**src/rtl/wtwa_pkg.sv**
```systemverilog
// ----------------------------------------------------------------------------
// wtwa_pkg: shared types and constants
// Field widths, register indexes, mode and status codes, controller states
// and the command/status bundles between controller and datapath.
// ----------------------------------------------------------------------------
package wtwa_pkg;

   localparam int TIME_W    = 32;
   localparam int VALUE_W   = 32;
   localparam int GAP_W     = 16;
   localparam int MODE_W    = 2;
   localparam int STATUS_W  = 2;
   localparam int RESULT_W  = 48;
   localparam int SUM_W     = 64;
   localparam int FRAC_W    = 16;
   localparam int CSR_IDX_W = 2;
   localparam int CSR_DATA_W = 32;
   localparam int COUNT_W   = 2;

   // dividend is |sum| shifted up by the fraction bits
   localparam int DIV_W     = SUM_W + FRAC_W;
   localparam int DIV_CNT_W = $clog2(DIV_W);

   localparam logic [CSR_IDX_W-1:0] CSR_WINDOW_START   = 2'd0;
   localparam logic [CSR_IDX_W-1:0] CSR_WINDOW_END     = 2'd1;
   localparam logic [CSR_IDX_W-1:0] CSR_GAP_LIMIT      = 2'd2;
   localparam logic [CSR_IDX_W-1:0] CSR_AGGREGATE_MODE = 2'd3;

   localparam logic [MODE_W-1:0] MODE_MIN  = 2'd0;
   localparam logic [MODE_W-1:0] MODE_MAX  = 2'd1;
   localparam logic [MODE_W-1:0] MODE_MEAN = 2'd2;

   localparam logic [STATUS_W-1:0] STAT_OK      = 2'd0;
   localparam logic [STATUS_W-1:0] STAT_EMPTY   = 2'd1;
   localparam logic [STATUS_W-1:0] STAT_INVALID = 2'd2;

   localparam logic [TIME_W-1:0]  RST_WINDOW_START = 32'd0;
   localparam logic [TIME_W-1:0]  RST_WINDOW_END   = 32'd1;
   localparam logic [GAP_W-1:0]   RST_GAP_LIMIT    = 16'd300;
   localparam logic [MODE_W-1:0]  RST_MODE         = MODE_MEAN;

   localparam logic [RESULT_W-1:0] RESULT_POS_SAT = 48'h7FFF_FFFF_FFFF;
   localparam logic [RESULT_W-1:0] RESULT_NEG_SAT = 48'h8000_0000_0000;

   typedef enum logic [2:0] {
      ST_IDLE,
      ST_ROUTE,
      ST_WEIGH,
      ST_MULT,
      ST_ADD,
      ST_FINISH,
      ST_DIVIDE,
      ST_EMIT
   } fsm_state_type;

   typedef struct packed {
      logic accept;
      logic promote;
      logic weigh;
      logic sel_cur;
      logic mult;
      logic add;
      logic finish;
      logic div_step;
      logic emit;
   } dp_cmd_type;

   typedef struct packed {
      logic held_valid;
      logic cur_last;
      logic need_div;
      logic div_last;
      logic out_free;
   } dp_status_type;

endpackage

```
**src/rtl/wtwa_controller.sv**
```systemverilog
// ----------------------------------------------------------------------------
// wtwa_controller: sequencing state machine
// Steps each sample through weigh, multiply and accumulate once its successor
// or the store's end is known, then runs finish, divide if needed, and emit.
// ----------------------------------------------------------------------------
module wtwa_controller
   import wtwa_pkg::*;
(
   input  logic          clock,
   input  logic          reset,
   input  logic          req_valid,
   output logic          req_stall,
   output dp_cmd_type    cmd,
   input  dp_status_type stat
);

   fsm_state_type state_ff, state_in;
   logic          phase_ff, phase_in;   // 0: held sample, 1: current sample

   always_ff @(posedge clock) begin
      if (reset) begin
         state_ff <= ST_IDLE;
         phase_ff <= 1'b0;
      end else begin
         state_ff <= state_in;
         phase_ff <= phase_in;
      end
   end

   // next state
   always_comb begin
      state_in = state_ff;
      phase_in = phase_ff;
      unique case (state_ff)
         ST_IDLE: begin
            if (req_valid) begin
               phase_in = 1'b0;
               state_in = stat.held_valid ? ST_WEIGH : ST_ROUTE;
            end
         end
         ST_ROUTE: begin
            if (stat.cur_last) begin
               phase_in = 1'b1;
               state_in = ST_WEIGH;
            end else begin
               state_in = ST_IDLE;
            end
         end
         ST_WEIGH: state_in = ST_MULT;
         ST_MULT:  state_in = ST_ADD;
         ST_ADD: begin
            if (phase_ff) begin
               state_in = ST_FINISH;
            end else if (stat.cur_last) begin
               phase_in = 1'b1;
               state_in = ST_WEIGH;
            end else begin
               state_in = ST_IDLE;
            end
         end
         ST_FINISH: state_in = stat.need_div ? ST_DIVIDE : ST_EMIT;
         ST_DIVIDE: begin
            if (stat.div_last) begin
               state_in = ST_EMIT;
            end
         end
         ST_EMIT: begin
            if (stat.out_free) begin
               state_in = ST_IDLE;
            end
         end
         default: state_in = ST_IDLE;
      endcase
   end

   // outputs
   always_comb begin
      cmd       = '0;
      req_stall = (state_ff != ST_IDLE);
      cmd.sel_cur = phase_ff;
      unique case (state_ff)
         ST_IDLE:   cmd.accept   = req_valid;
         ST_ROUTE:  cmd.promote  = !stat.cur_last;
         ST_WEIGH:  cmd.weigh    = 1'b1;
         ST_MULT:   cmd.mult     = 1'b1;
         ST_ADD:    cmd.promote  = !phase_ff && !stat.cur_last;
         ST_FINISH: cmd.finish   = 1'b1;
         ST_DIVIDE: cmd.div_step = 1'b1;
         ST_EMIT:   cmd.emit     = stat.out_free;
         default:   cmd          = '0;
      endcase
      if (state_ff == ST_ADD) begin
         cmd.add = 1'b1;
      end
   end

endmodule

```
**src/rtl/wtwa_datapath.sv**
```systemverilog
// ----------------------------------------------------------------------------
// wtwa_datapath: sample store, weighting, accumulation and mean divider
// Holds configuration, the held and current samples, the accumulators, a
// bit-serial restoring divider and the result register.
// ----------------------------------------------------------------------------
module wtwa_datapath
   import wtwa_pkg::*;
(
   input  logic                       clock,
   input  logic                       reset,
   input  logic                       csr_write,
   input  logic [CSR_IDX_W-1:0]       csr_index,
   input  logic [CSR_DATA_W-1:0]      csr_wdata,
   input  logic [TIME_W-1:0]          req_sample_time,
   input  logic signed [VALUE_W-1:0]  req_sample_value,
   input  logic                       req_sample_last,
   output logic                       rsp_valid,
   input  logic                       rsp_stall,
   output logic signed [RESULT_W-1:0] rsp_aggregate_value,
   output logic [STATUS_W-1:0]        rsp_aggregate_status,
   input  dp_cmd_type                 cmd,
   output dp_status_type              stat
);

   // configuration
   logic [TIME_W-1:0] win_start_ff, win_end_ff;
   logic [GAP_W-1:0]  gap_limit_ff;
   logic [MODE_W-1:0] mode_ff;

   // samples
   logic [TIME_W-1:0]         cur_time_ff, held_time_ff;
   logic signed [VALUE_W-1:0] cur_value_ff, held_value_ff;
   logic                      cur_last_ff, held_valid_ff;

   // accumulators
   logic [SUM_W-1:0]          wsum_ff;
   logic [TIME_W-1:0]         wtotal_ff;
   logic signed [VALUE_W-1:0] extreme_ff;
   logic                      seen_ff, order_err_ff;
   logic [COUNT_W-1:0]        count_ff;

   // multiply stage
   logic [TIME_W-1:0]         w_ff;
   logic signed [VALUE_W-1:0] v_ff;
   logic [SUM_W-1:0]          prod_ff;

   // finish and divider
   logic [STATUS_W-1:0] status_ff;
   logic [RESULT_W-1:0] value_ff;
   logic                neg_ff;
   logic [TIME_W-1:0]   rem_ff, rem_in;
   logic [DIV_W-1:0]    dq_ff, dq_in;
   logic [DIV_CNT_W-1:0] div_cnt_ff;

   // result register
   logic                rsp_valid_ff;
   logic [RESULT_W-1:0] rsp_value_ff;
   logic [STATUS_W-1:0] rsp_status_ff;

   // ---------------- weighting ----------------
   logic [TIME_W-1:0]         s_time, gap, weight, w_sel;
   logic signed [VALUE_W-1:0] s_value, ext_new;
   logic                      has_next, in_win, after, gap_over;

   always_comb begin
      s_time   = cmd.sel_cur ? cur_time_ff  : held_time_ff;
      s_value  = cmd.sel_cur ? cur_value_ff : held_value_ff;
      has_next = !cmd.sel_cur;
      in_win   = (s_time >= win_start_ff) && (s_time < win_end_ff);
      gap      = cur_time_ff - s_time;
      after    = cur_time_ff > s_time;
      gap_over = gap > {{(TIME_W-GAP_W){1'b0}}, gap_limit_ff};
      weight   = TIME_W'(1);
      if (has_next && after) begin
         if (cur_time_ff < win_end_ff) begin
            weight = gap_over ? TIME_W'(1) : gap;
         end else if ((cur_time_ff != win_end_ff) && !gap_over) begin
            // cut at the window end
            weight = win_end_ff - s_time;
         end
      end
      w_sel = in_win ? weight : '0;

      ext_new = extreme_ff;
      if (!seen_ff) begin
         ext_new = s_value;
      end else if ((mode_ff == MODE_MIN) && (s_value < extreme_ff)) begin
         ext_new = s_value;
      end else if ((mode_ff == MODE_MAX) && (s_value > extreme_ff)) begin
         ext_new = s_value;
      end
   end

   // signed value times unsigned weight, low 64 bits kept
   logic signed [VALUE_W:0]     mul_a, mul_b;
   logic signed [2*VALUE_W+1:0] prod_full;

   assign mul_a     = {v_ff[VALUE_W-1], v_ff};
   assign mul_b     = {1'b0, w_ff};
   assign prod_full = mul_a * mul_b;

   // ---------------- finish ----------------
   logic                invalid, mean_path;
   logic [STATUS_W-1:0] fin_status;
   logic [RESULT_W-1:0] fin_value;
   logic [SUM_W-1:0]    mag;

   always_comb begin
      invalid = (win_start_ff >= win_end_ff) || order_err_ff || (mode_ff > MODE_MEAN);
      priority if (invalid) begin
         fin_status = STAT_INVALID;
      end else if (!seen_ff) begin
         fin_status = STAT_EMPTY;
      end else begin
         fin_status = STAT_OK;
      end
      mean_path = (mode_ff == MODE_MEAN) && (count_ff != COUNT_W'(1));
      if ((fin_status == STAT_OK) && !mean_path) begin
         fin_value = {extreme_ff, {FRAC_W{1'b0}}};
      end else begin
         // a mean over a wrapped-to-zero weight total is zero
         fin_value = '0;
      end
      mag = wsum_ff[SUM_W-1] ? (~wsum_ff + SUM_W'(1)) : wsum_ff;
   end

   // ---------------- divider step ----------------
   logic [TIME_W:0]     rem_sh;
   logic                ge;
   logic                sat;
   logic [RESULT_W-1:0] q_mag, mean_val;

   always_comb begin
      rem_sh = {rem_ff, dq_ff[DIV_W-1]};
      ge     = rem_sh >= {1'b0, wtotal_ff};
      rem_in = ge ? TIME_W'(rem_sh - {1'b0, wtotal_ff}) : rem_sh[TIME_W-1:0];
      dq_in  = {dq_ff[DIV_W-2:0], ge};
      sat    = |dq_in[DIV_W-1:RESULT_W-1];
      if (sat) begin
         q_mag = neg_ff ? RESULT_NEG_SAT : RESULT_POS_SAT;
      end else begin
         q_mag = dq_in[RESULT_W-1:0];
      end
      mean_val = neg_ff ? (~q_mag + RESULT_W'(1)) : q_mag;
   end

   // ---------------- registers ----------------
   always_ff @(posedge clock) begin
      if (reset) begin
         win_start_ff <= RST_WINDOW_START;
         win_end_ff   <= RST_WINDOW_END;
         gap_limit_ff <= RST_GAP_LIMIT;
         mode_ff      <= RST_MODE;
      end else if (csr_write) begin
         unique case (csr_index)
            CSR_WINDOW_START:   win_start_ff <= csr_wdata[TIME_W-1:0];
            CSR_WINDOW_END:     win_end_ff   <= csr_wdata[TIME_W-1:0];
            CSR_GAP_LIMIT:      gap_limit_ff <= csr_wdata[GAP_W-1:0];
            CSR_AGGREGATE_MODE: mode_ff      <= csr_wdata[MODE_W-1:0];
            default: ;
         endcase
      end
   end

   always_ff @(posedge clock) begin
      if (reset || cmd.emit) begin
         held_time_ff  <= '0;
         held_value_ff <= '0;
         held_valid_ff <= 1'b0;
         wsum_ff       <= '0;
         wtotal_ff     <= '0;
         extreme_ff    <= '0;
         seen_ff       <= 1'b0;
         count_ff      <= '0;
         order_err_ff  <= 1'b0;
         cur_last_ff   <= 1'b0;
      end else begin
         if (cmd.accept) begin
            cur_time_ff  <= req_sample_time;
            cur_value_ff <= req_sample_value;
            cur_last_ff  <= req_sample_last;
            if (count_ff != COUNT_W'(2)) begin
               count_ff <= count_ff + COUNT_W'(1);
            end
            if (held_valid_ff && (req_sample_time <= held_time_ff)) begin
               order_err_ff <= 1'b1;
            end
         end
         if (cmd.promote) begin
            held_time_ff  <= cur_time_ff;
            held_value_ff <= cur_value_ff;
            held_valid_ff <= 1'b1;
         end
         if (cmd.weigh && in_win) begin
            extreme_ff <= ext_new;
            seen_ff    <= 1'b1;
            wtotal_ff  <= wtotal_ff + w_sel;
         end
         if (cmd.add) begin
            wsum_ff <= wsum_ff + prod_ff;
         end
      end
   end

   always_ff @(posedge clock) begin
      if (cmd.weigh) begin
         w_ff <= w_sel;
         v_ff <= s_value;
      end
      if (cmd.mult) begin
         prod_ff <= prod_full[SUM_W-1:0];
      end
      if (cmd.finish) begin
         status_ff <= fin_status;
         value_ff  <= fin_value;
         neg_ff    <= wsum_ff[SUM_W-1];
         rem_ff    <= '0;
         dq_ff     <= {mag, {FRAC_W{1'b0}}};
      end else if (cmd.div_step) begin
         rem_ff <= rem_in;
         dq_ff  <= dq_in;
         if (stat.div_last) begin
            value_ff <= mean_val;
         end
      end
   end

   always_ff @(posedge clock) begin
      if (reset || cmd.finish) begin
         div_cnt_ff <= '0;
      end else if (cmd.div_step) begin
         div_cnt_ff <= div_cnt_ff + DIV_CNT_W'(1);
      end
   end

   always_ff @(posedge clock) begin
      if (reset) begin
         rsp_valid_ff <= 1'b0;
      end else if (cmd.emit) begin
         rsp_valid_ff <= 1'b1;
      end else if (!rsp_stall) begin
         rsp_valid_ff <= 1'b0;
      end
   end

   always_ff @(posedge clock) begin
      if (cmd.emit) begin
         rsp_value_ff  <= value_ff;
         rsp_status_ff <= status_ff;
      end
   end

   always_comb begin
      stat.held_valid = held_valid_ff;
      stat.cur_last   = cur_last_ff;
      stat.need_div   = (fin_status == STAT_OK) && mean_path && (wtotal_ff != '0);
      stat.div_last   = (div_cnt_ff == DIV_CNT_W'(DIV_W-1));
      stat.out_free   = !rsp_valid_ff || !rsp_stall;
   end

   assign rsp_valid            = rsp_valid_ff;
   assign rsp_aggregate_value  = rsp_value_ff;
   assign rsp_aggregate_status = rsp_status_ff;

endmodule

```
**src/rtl/windowed_time_weighted_aggregate.sv**
```systemverilog
// A sample that is not last is accepted, weighed, multiplied and accumulated; the
// first of a store is accepted and routed only. A last sample is weighed, multiplied
// and accumulated after any held one, then finished and emitted; a mean over two or
// more samples with a nonzero weight total also runs the 80-step divider. A new
// sample waits until the block is idle; one result per store; a stalled one holds.
// Reset: synchronous, active high; registers return to their defaults.
// ----------------------------------------------------------------------------
// windowed_time_weighted_aggregate: min, max or time-weighted mean
// Accumulates a store of timestamped samples over a window and reports one
// aggregate with status on the final sample.
// ----------------------------------------------------------------------------
module windowed_time_weighted_aggregate
   import wtwa_pkg::*;
(
   input  logic                       clock,
   input  logic                       reset,
   input  logic                       csr_write,
   input  logic [CSR_IDX_W-1:0]       csr_index,
   input  logic [CSR_DATA_W-1:0]      csr_wdata,
   input  logic                       req_valid,
   output logic                       req_stall,
   input  logic [TIME_W-1:0]          req_sample_time,
   input  logic signed [VALUE_W-1:0]  req_sample_value,
   input  logic                       req_sample_last,
   output logic                       rsp_valid,
   input  logic                       rsp_stall,
   output logic signed [RESULT_W-1:0] rsp_aggregate_value,
   output logic [STATUS_W-1:0]        rsp_aggregate_status
);

   dp_cmd_type    cmd;
   dp_status_type stat;

   wtwa_controller u_ctrl (
      .clock     (clock),
      .reset     (reset),
      .req_valid (req_valid),
      .req_stall (req_stall),
      .cmd       (cmd),
      .stat      (stat)
   );

   wtwa_datapath u_dp (
      .clock                (clock),
      .reset                (reset),
      .csr_write            (csr_write),
      .csr_index            (csr_index),
      .csr_wdata            (csr_wdata),
      .req_sample_time      (req_sample_time),
      .req_sample_value     (req_sample_value),
      .req_sample_last      (req_sample_last),
      .rsp_valid            (rsp_valid),
      .rsp_stall            (rsp_stall),
      .rsp_aggregate_value  (rsp_aggregate_value),
      .rsp_aggregate_status (rsp_aggregate_status),
      .cmd                  (cmd),
      .stat                 (stat)
   );

endmodule

```
**config.mk**
```make
export PLATFORM = sky130hd
export DESIGN_NAME = windowed_time_weighted_aggregate
export DESIGN_NICKNAME = d
export VERILOG_FILES = /design/src/rtl/wtwa_pkg.sv /design/src/rtl/wtwa_controller.sv /design/src/rtl/wtwa_datapath.sv /design/src/rtl/windowed_time_weighted_aggregate.sv
export SDC_FILE = /design/constraint.sdc
export NUM_CORES = 2
export LEC_CHECK = 0
export ABC_CLOCK_PERIOD_IN_PS = 10800
export BUFFER_PORTS_ARGS = -buffer_cell sky130_fd_sc_hd__buf_2
export CORE_ASPECT_RATIO = 0.6
export CORE_MARGIN = 1
export CORE_UTILIZATION = 45
export CTS_CLUSTER_SIZE = 24
export DETAILED_ROUTE_END_ITERATION = 12
export PLACE_DENSITY = 0.7
export SYNTH_ARGS = -nofsm -noshare
export SYNTH_HDL_FRONTEND = slang
export SYNTH_SLANG_ARGS = --single-unit
```
**constraint.sdc**
```tcl
create_clock -name clock -period 10.8 [get_ports clock]
set_input_delay 1.08 -clock clock [delete_from_list [all_inputs] [get_ports clock]]
set_output_delay 1.08 -clock clock [all_outputs]
set_load 0.05 [all_outputs]
```
==> results.py <==
metrics = {
    "outcome": {
        "failed_checks": "capacitance limit, slew limit",
        "status": "finished with violations",
    },
    "clock_network": {
        "clock-root-buffer": "clkbuf_16",
        "clock_latency_ns": 0.68,
        "cts-htree-levels": 3,
        "clockBufferDepth": 3,
        "holdBufCountCts": 0,
        "clk_pin_slew_ns": 0.06,
        "cts_tree": "done",
        "numClockSinks": 697,
        "cts_resized": 0,
        "cts_setup_buffers": 0,
        "cts-buffers-inserted": 72,
    },
    "logic_synthesis": {
        "synthTopCellsByArea": "fa_1 24%, edfxtp_1 14%, ha_1 11%",
        "synthCells": 8471,
        "yosysWarnings": 0,
        "yosys_most_used_dff": "edfxtp_1",
        "syn-num-nets": 10141,
        "synth_seq_area_share_pct": 23.2,
        "synth_top_area_share_pct": 23.9,
        "async_reset_ff_share_pct": 0,
        "synth.cell_area_um2": 75400,
        "synthDistinctLibCells": 84,
        "synth_seq_cells": 697,
        "synth_edf_count": 357,
        "synth_area_per_cell_um2": 8.90,
        "yosys.area.top_type": "fa_1",
    },
    "worst_setup_path": {
        "crit_arrival_ns": 10.46,
        "crit_required_ns": 11.31,
        "end_kind": "flop",
        "critPathMaxFanout": 27,
        "critPathMaxStageDelay_ns": 0.77,
        "start_kind": "flop",
        "critical_path_class": "flop to flop",
        "worst_path_max_delay_cell": "nor2_1",
    },
    "flow_run": {
        "maxCapViolations": 1,
    },
    "place": {
        "place_ws_ns": 1.09,
        "place_congestion": 0.968,
        "hpwl_um": 182000,
        "io_buffer_count": 155,
    },
    "final_layout": {
        "final_nets": 10048,
        "final_util_pct": 48.9,
        "layout_common_cells": "1291 x nand2_1, 1176 x inv_1, 902 x fa_1, 664 x ha_1, 577 x a21oi_1",
        "drive_above_1_share_pct": 5.82,
        "area_delta_synth_final_pct": 7.16,
        "final_common_cell": "nand2_1",
        "fillers": 15452,
        "antennaDiodeCount": 0,
    },
    "drt": {
        "drt-total-wl_um": 230000,
        "first_iter_violations": 6701,
        "drc": 0,
        "vias": 61094,
        "ant_nets": 0,
        "via_per_inst": 5.73,
        "post_drt_wl_per_cell_um": 21.5,
        "drtPass1Iterations": 6,
    },
    "global_route": {
        "grt-ovfl-total": 0,
        "grt_pass1_wl_um": 357000,
        "grtUsageTotal_pct": 27.2,
        "antenna_found_initial": 13,
        "grt_max_degree": 82,
        "grt_pass1_vias": 60704,
    },
    "floorplanning": {
        "initial_core_util_pct": 45.7,
        "fp.dieW_um": 531,
        "die-height_um": 319,
        "core_um2": 165000,
        "core.rowCount": 115,
        "dieArea_um2": 169000,
        "io_pins": 156,
    },
    "sta": {
        "finalClockSkew_ns": 0.0395,
        "finalSetupViolCount": 0,
        "fmax_ghz": 0.101,
        "worst_slack_ns": 0.850,
        "layout_min_cycle_time_ns": 9.95,
        "tightestPinTransition_ns": 1.50,
        "hold_viol": 0,
        "maxSlewViolCount": 32,
        "relSlewSlack_pct": -0.228,
        "tns_ns": 0,
        "period_share_pct": 92.1,
        "rsz0062_at_grt": "false",
    },
    "worst_hold_path": {
        "hp-class": "flop to flop",
    },
}
## final cells by class
class,instances,area [um2],share of cell area (%)
multi-input combinational,6157,51900,64.2
clock buffer,97,2050,2.53
clock inverter,37,488,0.604
timing repair buffer,270,1640,2.03
sequential,697,17500,21.7
inverter,1180,4430,5.48
tap,2223,2780,3.44
## synth_stat cells, types with 174 or more instances
cell	instances
nand2_1	1292
inv_1	1179
fa_1	902
ha_1	664
a21oi_1	578
and2_1	430
clkbuf_1	408
edfxtp_1	357
nor2_1	351
dfxtp_1	340
o21ai_0	316
a21o_1	174
## path summary, 6_finish.rpt
| kind | from | to | slack, ns | depth (start not counted) |
|---|---|---|---|---|
| worst max register to register | u_ctrl.phase_ff$_SDFFE_PP0P_ | u_dp.wtotal_ff[31]$_SDFFE_PP0P_ | 0.85 | 32 |
| worst max-delay path | u_ctrl.phase_ff$_SDFFE_PP0P_ | u_dp.wtotal_ff[31]$_SDFFE_PP0P_ | 0.85 | 32 |
| worst min register to register | u_dp.value_ff[5]$_SDFFCE_PP0P_ | u_dp.rsp_aggregate_value[5]$_DFFE_PP_ | 0.42 | 0 |
| worst min-delay path | u_dp.value_ff[5]$_SDFFCE_PP0P_ | u_dp.rsp_aggregate_value[5]$_DFFE_PP_ | 0.42 | 0 |
## sequential cells by signal, summed over array words and instances, names as in the netlist, 48 cells and up
register                  flops
u_dp.dq_ff                   80
u_dp.value_ff                48
u_dp.rsp_aggregate_value     48
u_dp.wsum_ff                 64
u_dp.prod_ff                 64
## metrics by stage
stage	cells	hold slack [ns]	area, um2
after global placement	10527	0.404	78300
after global routing	10661	0.418	80800
after CTS	10661	0.415	80800
final	10661	0.420	80800
after detailed placement	10527	0.405	78300
after floorplan	8471	0.400	75400
## kinds of logic after synthesis
group                      count (synthesis)  synth area share (%)
and+or+nand+nor                         2680                  16.6
buffers and inverters                   1617                  8.09
AOI/OAI and AO/OA                       1574                  13.0
adders and majority gates               1566                  35.0
DFF                                      697                  23.2
xor gates and xnor gates                 281                  3.26
muxes                                     56                 0.796
## worst max-delay path: cells and delay by family (launching register included)
family / cells / cell delay (ns)
fa+ha+maj: 4 / 1.24
compound gates: 16 / 4.71
flops: 1 / 0.51
simple gates: 9 / 2.67
buf+inv: 1 / 0.11
mux: 1 / 0.33
xor+xnor: 1 / 0.20
## layer usage
metal,routed length [um],global-route usage [%],vias up
met3,23900,6.18,311
met4,6020,6.81,14
li1,-,-,27662
met5,111,0,-
met2,94700,39.1,2855
met1,105000,40.9,30252
Power is not shown: default switching activity piles up to over one toggle a cycle in this logic, so the estimate is an artifact.
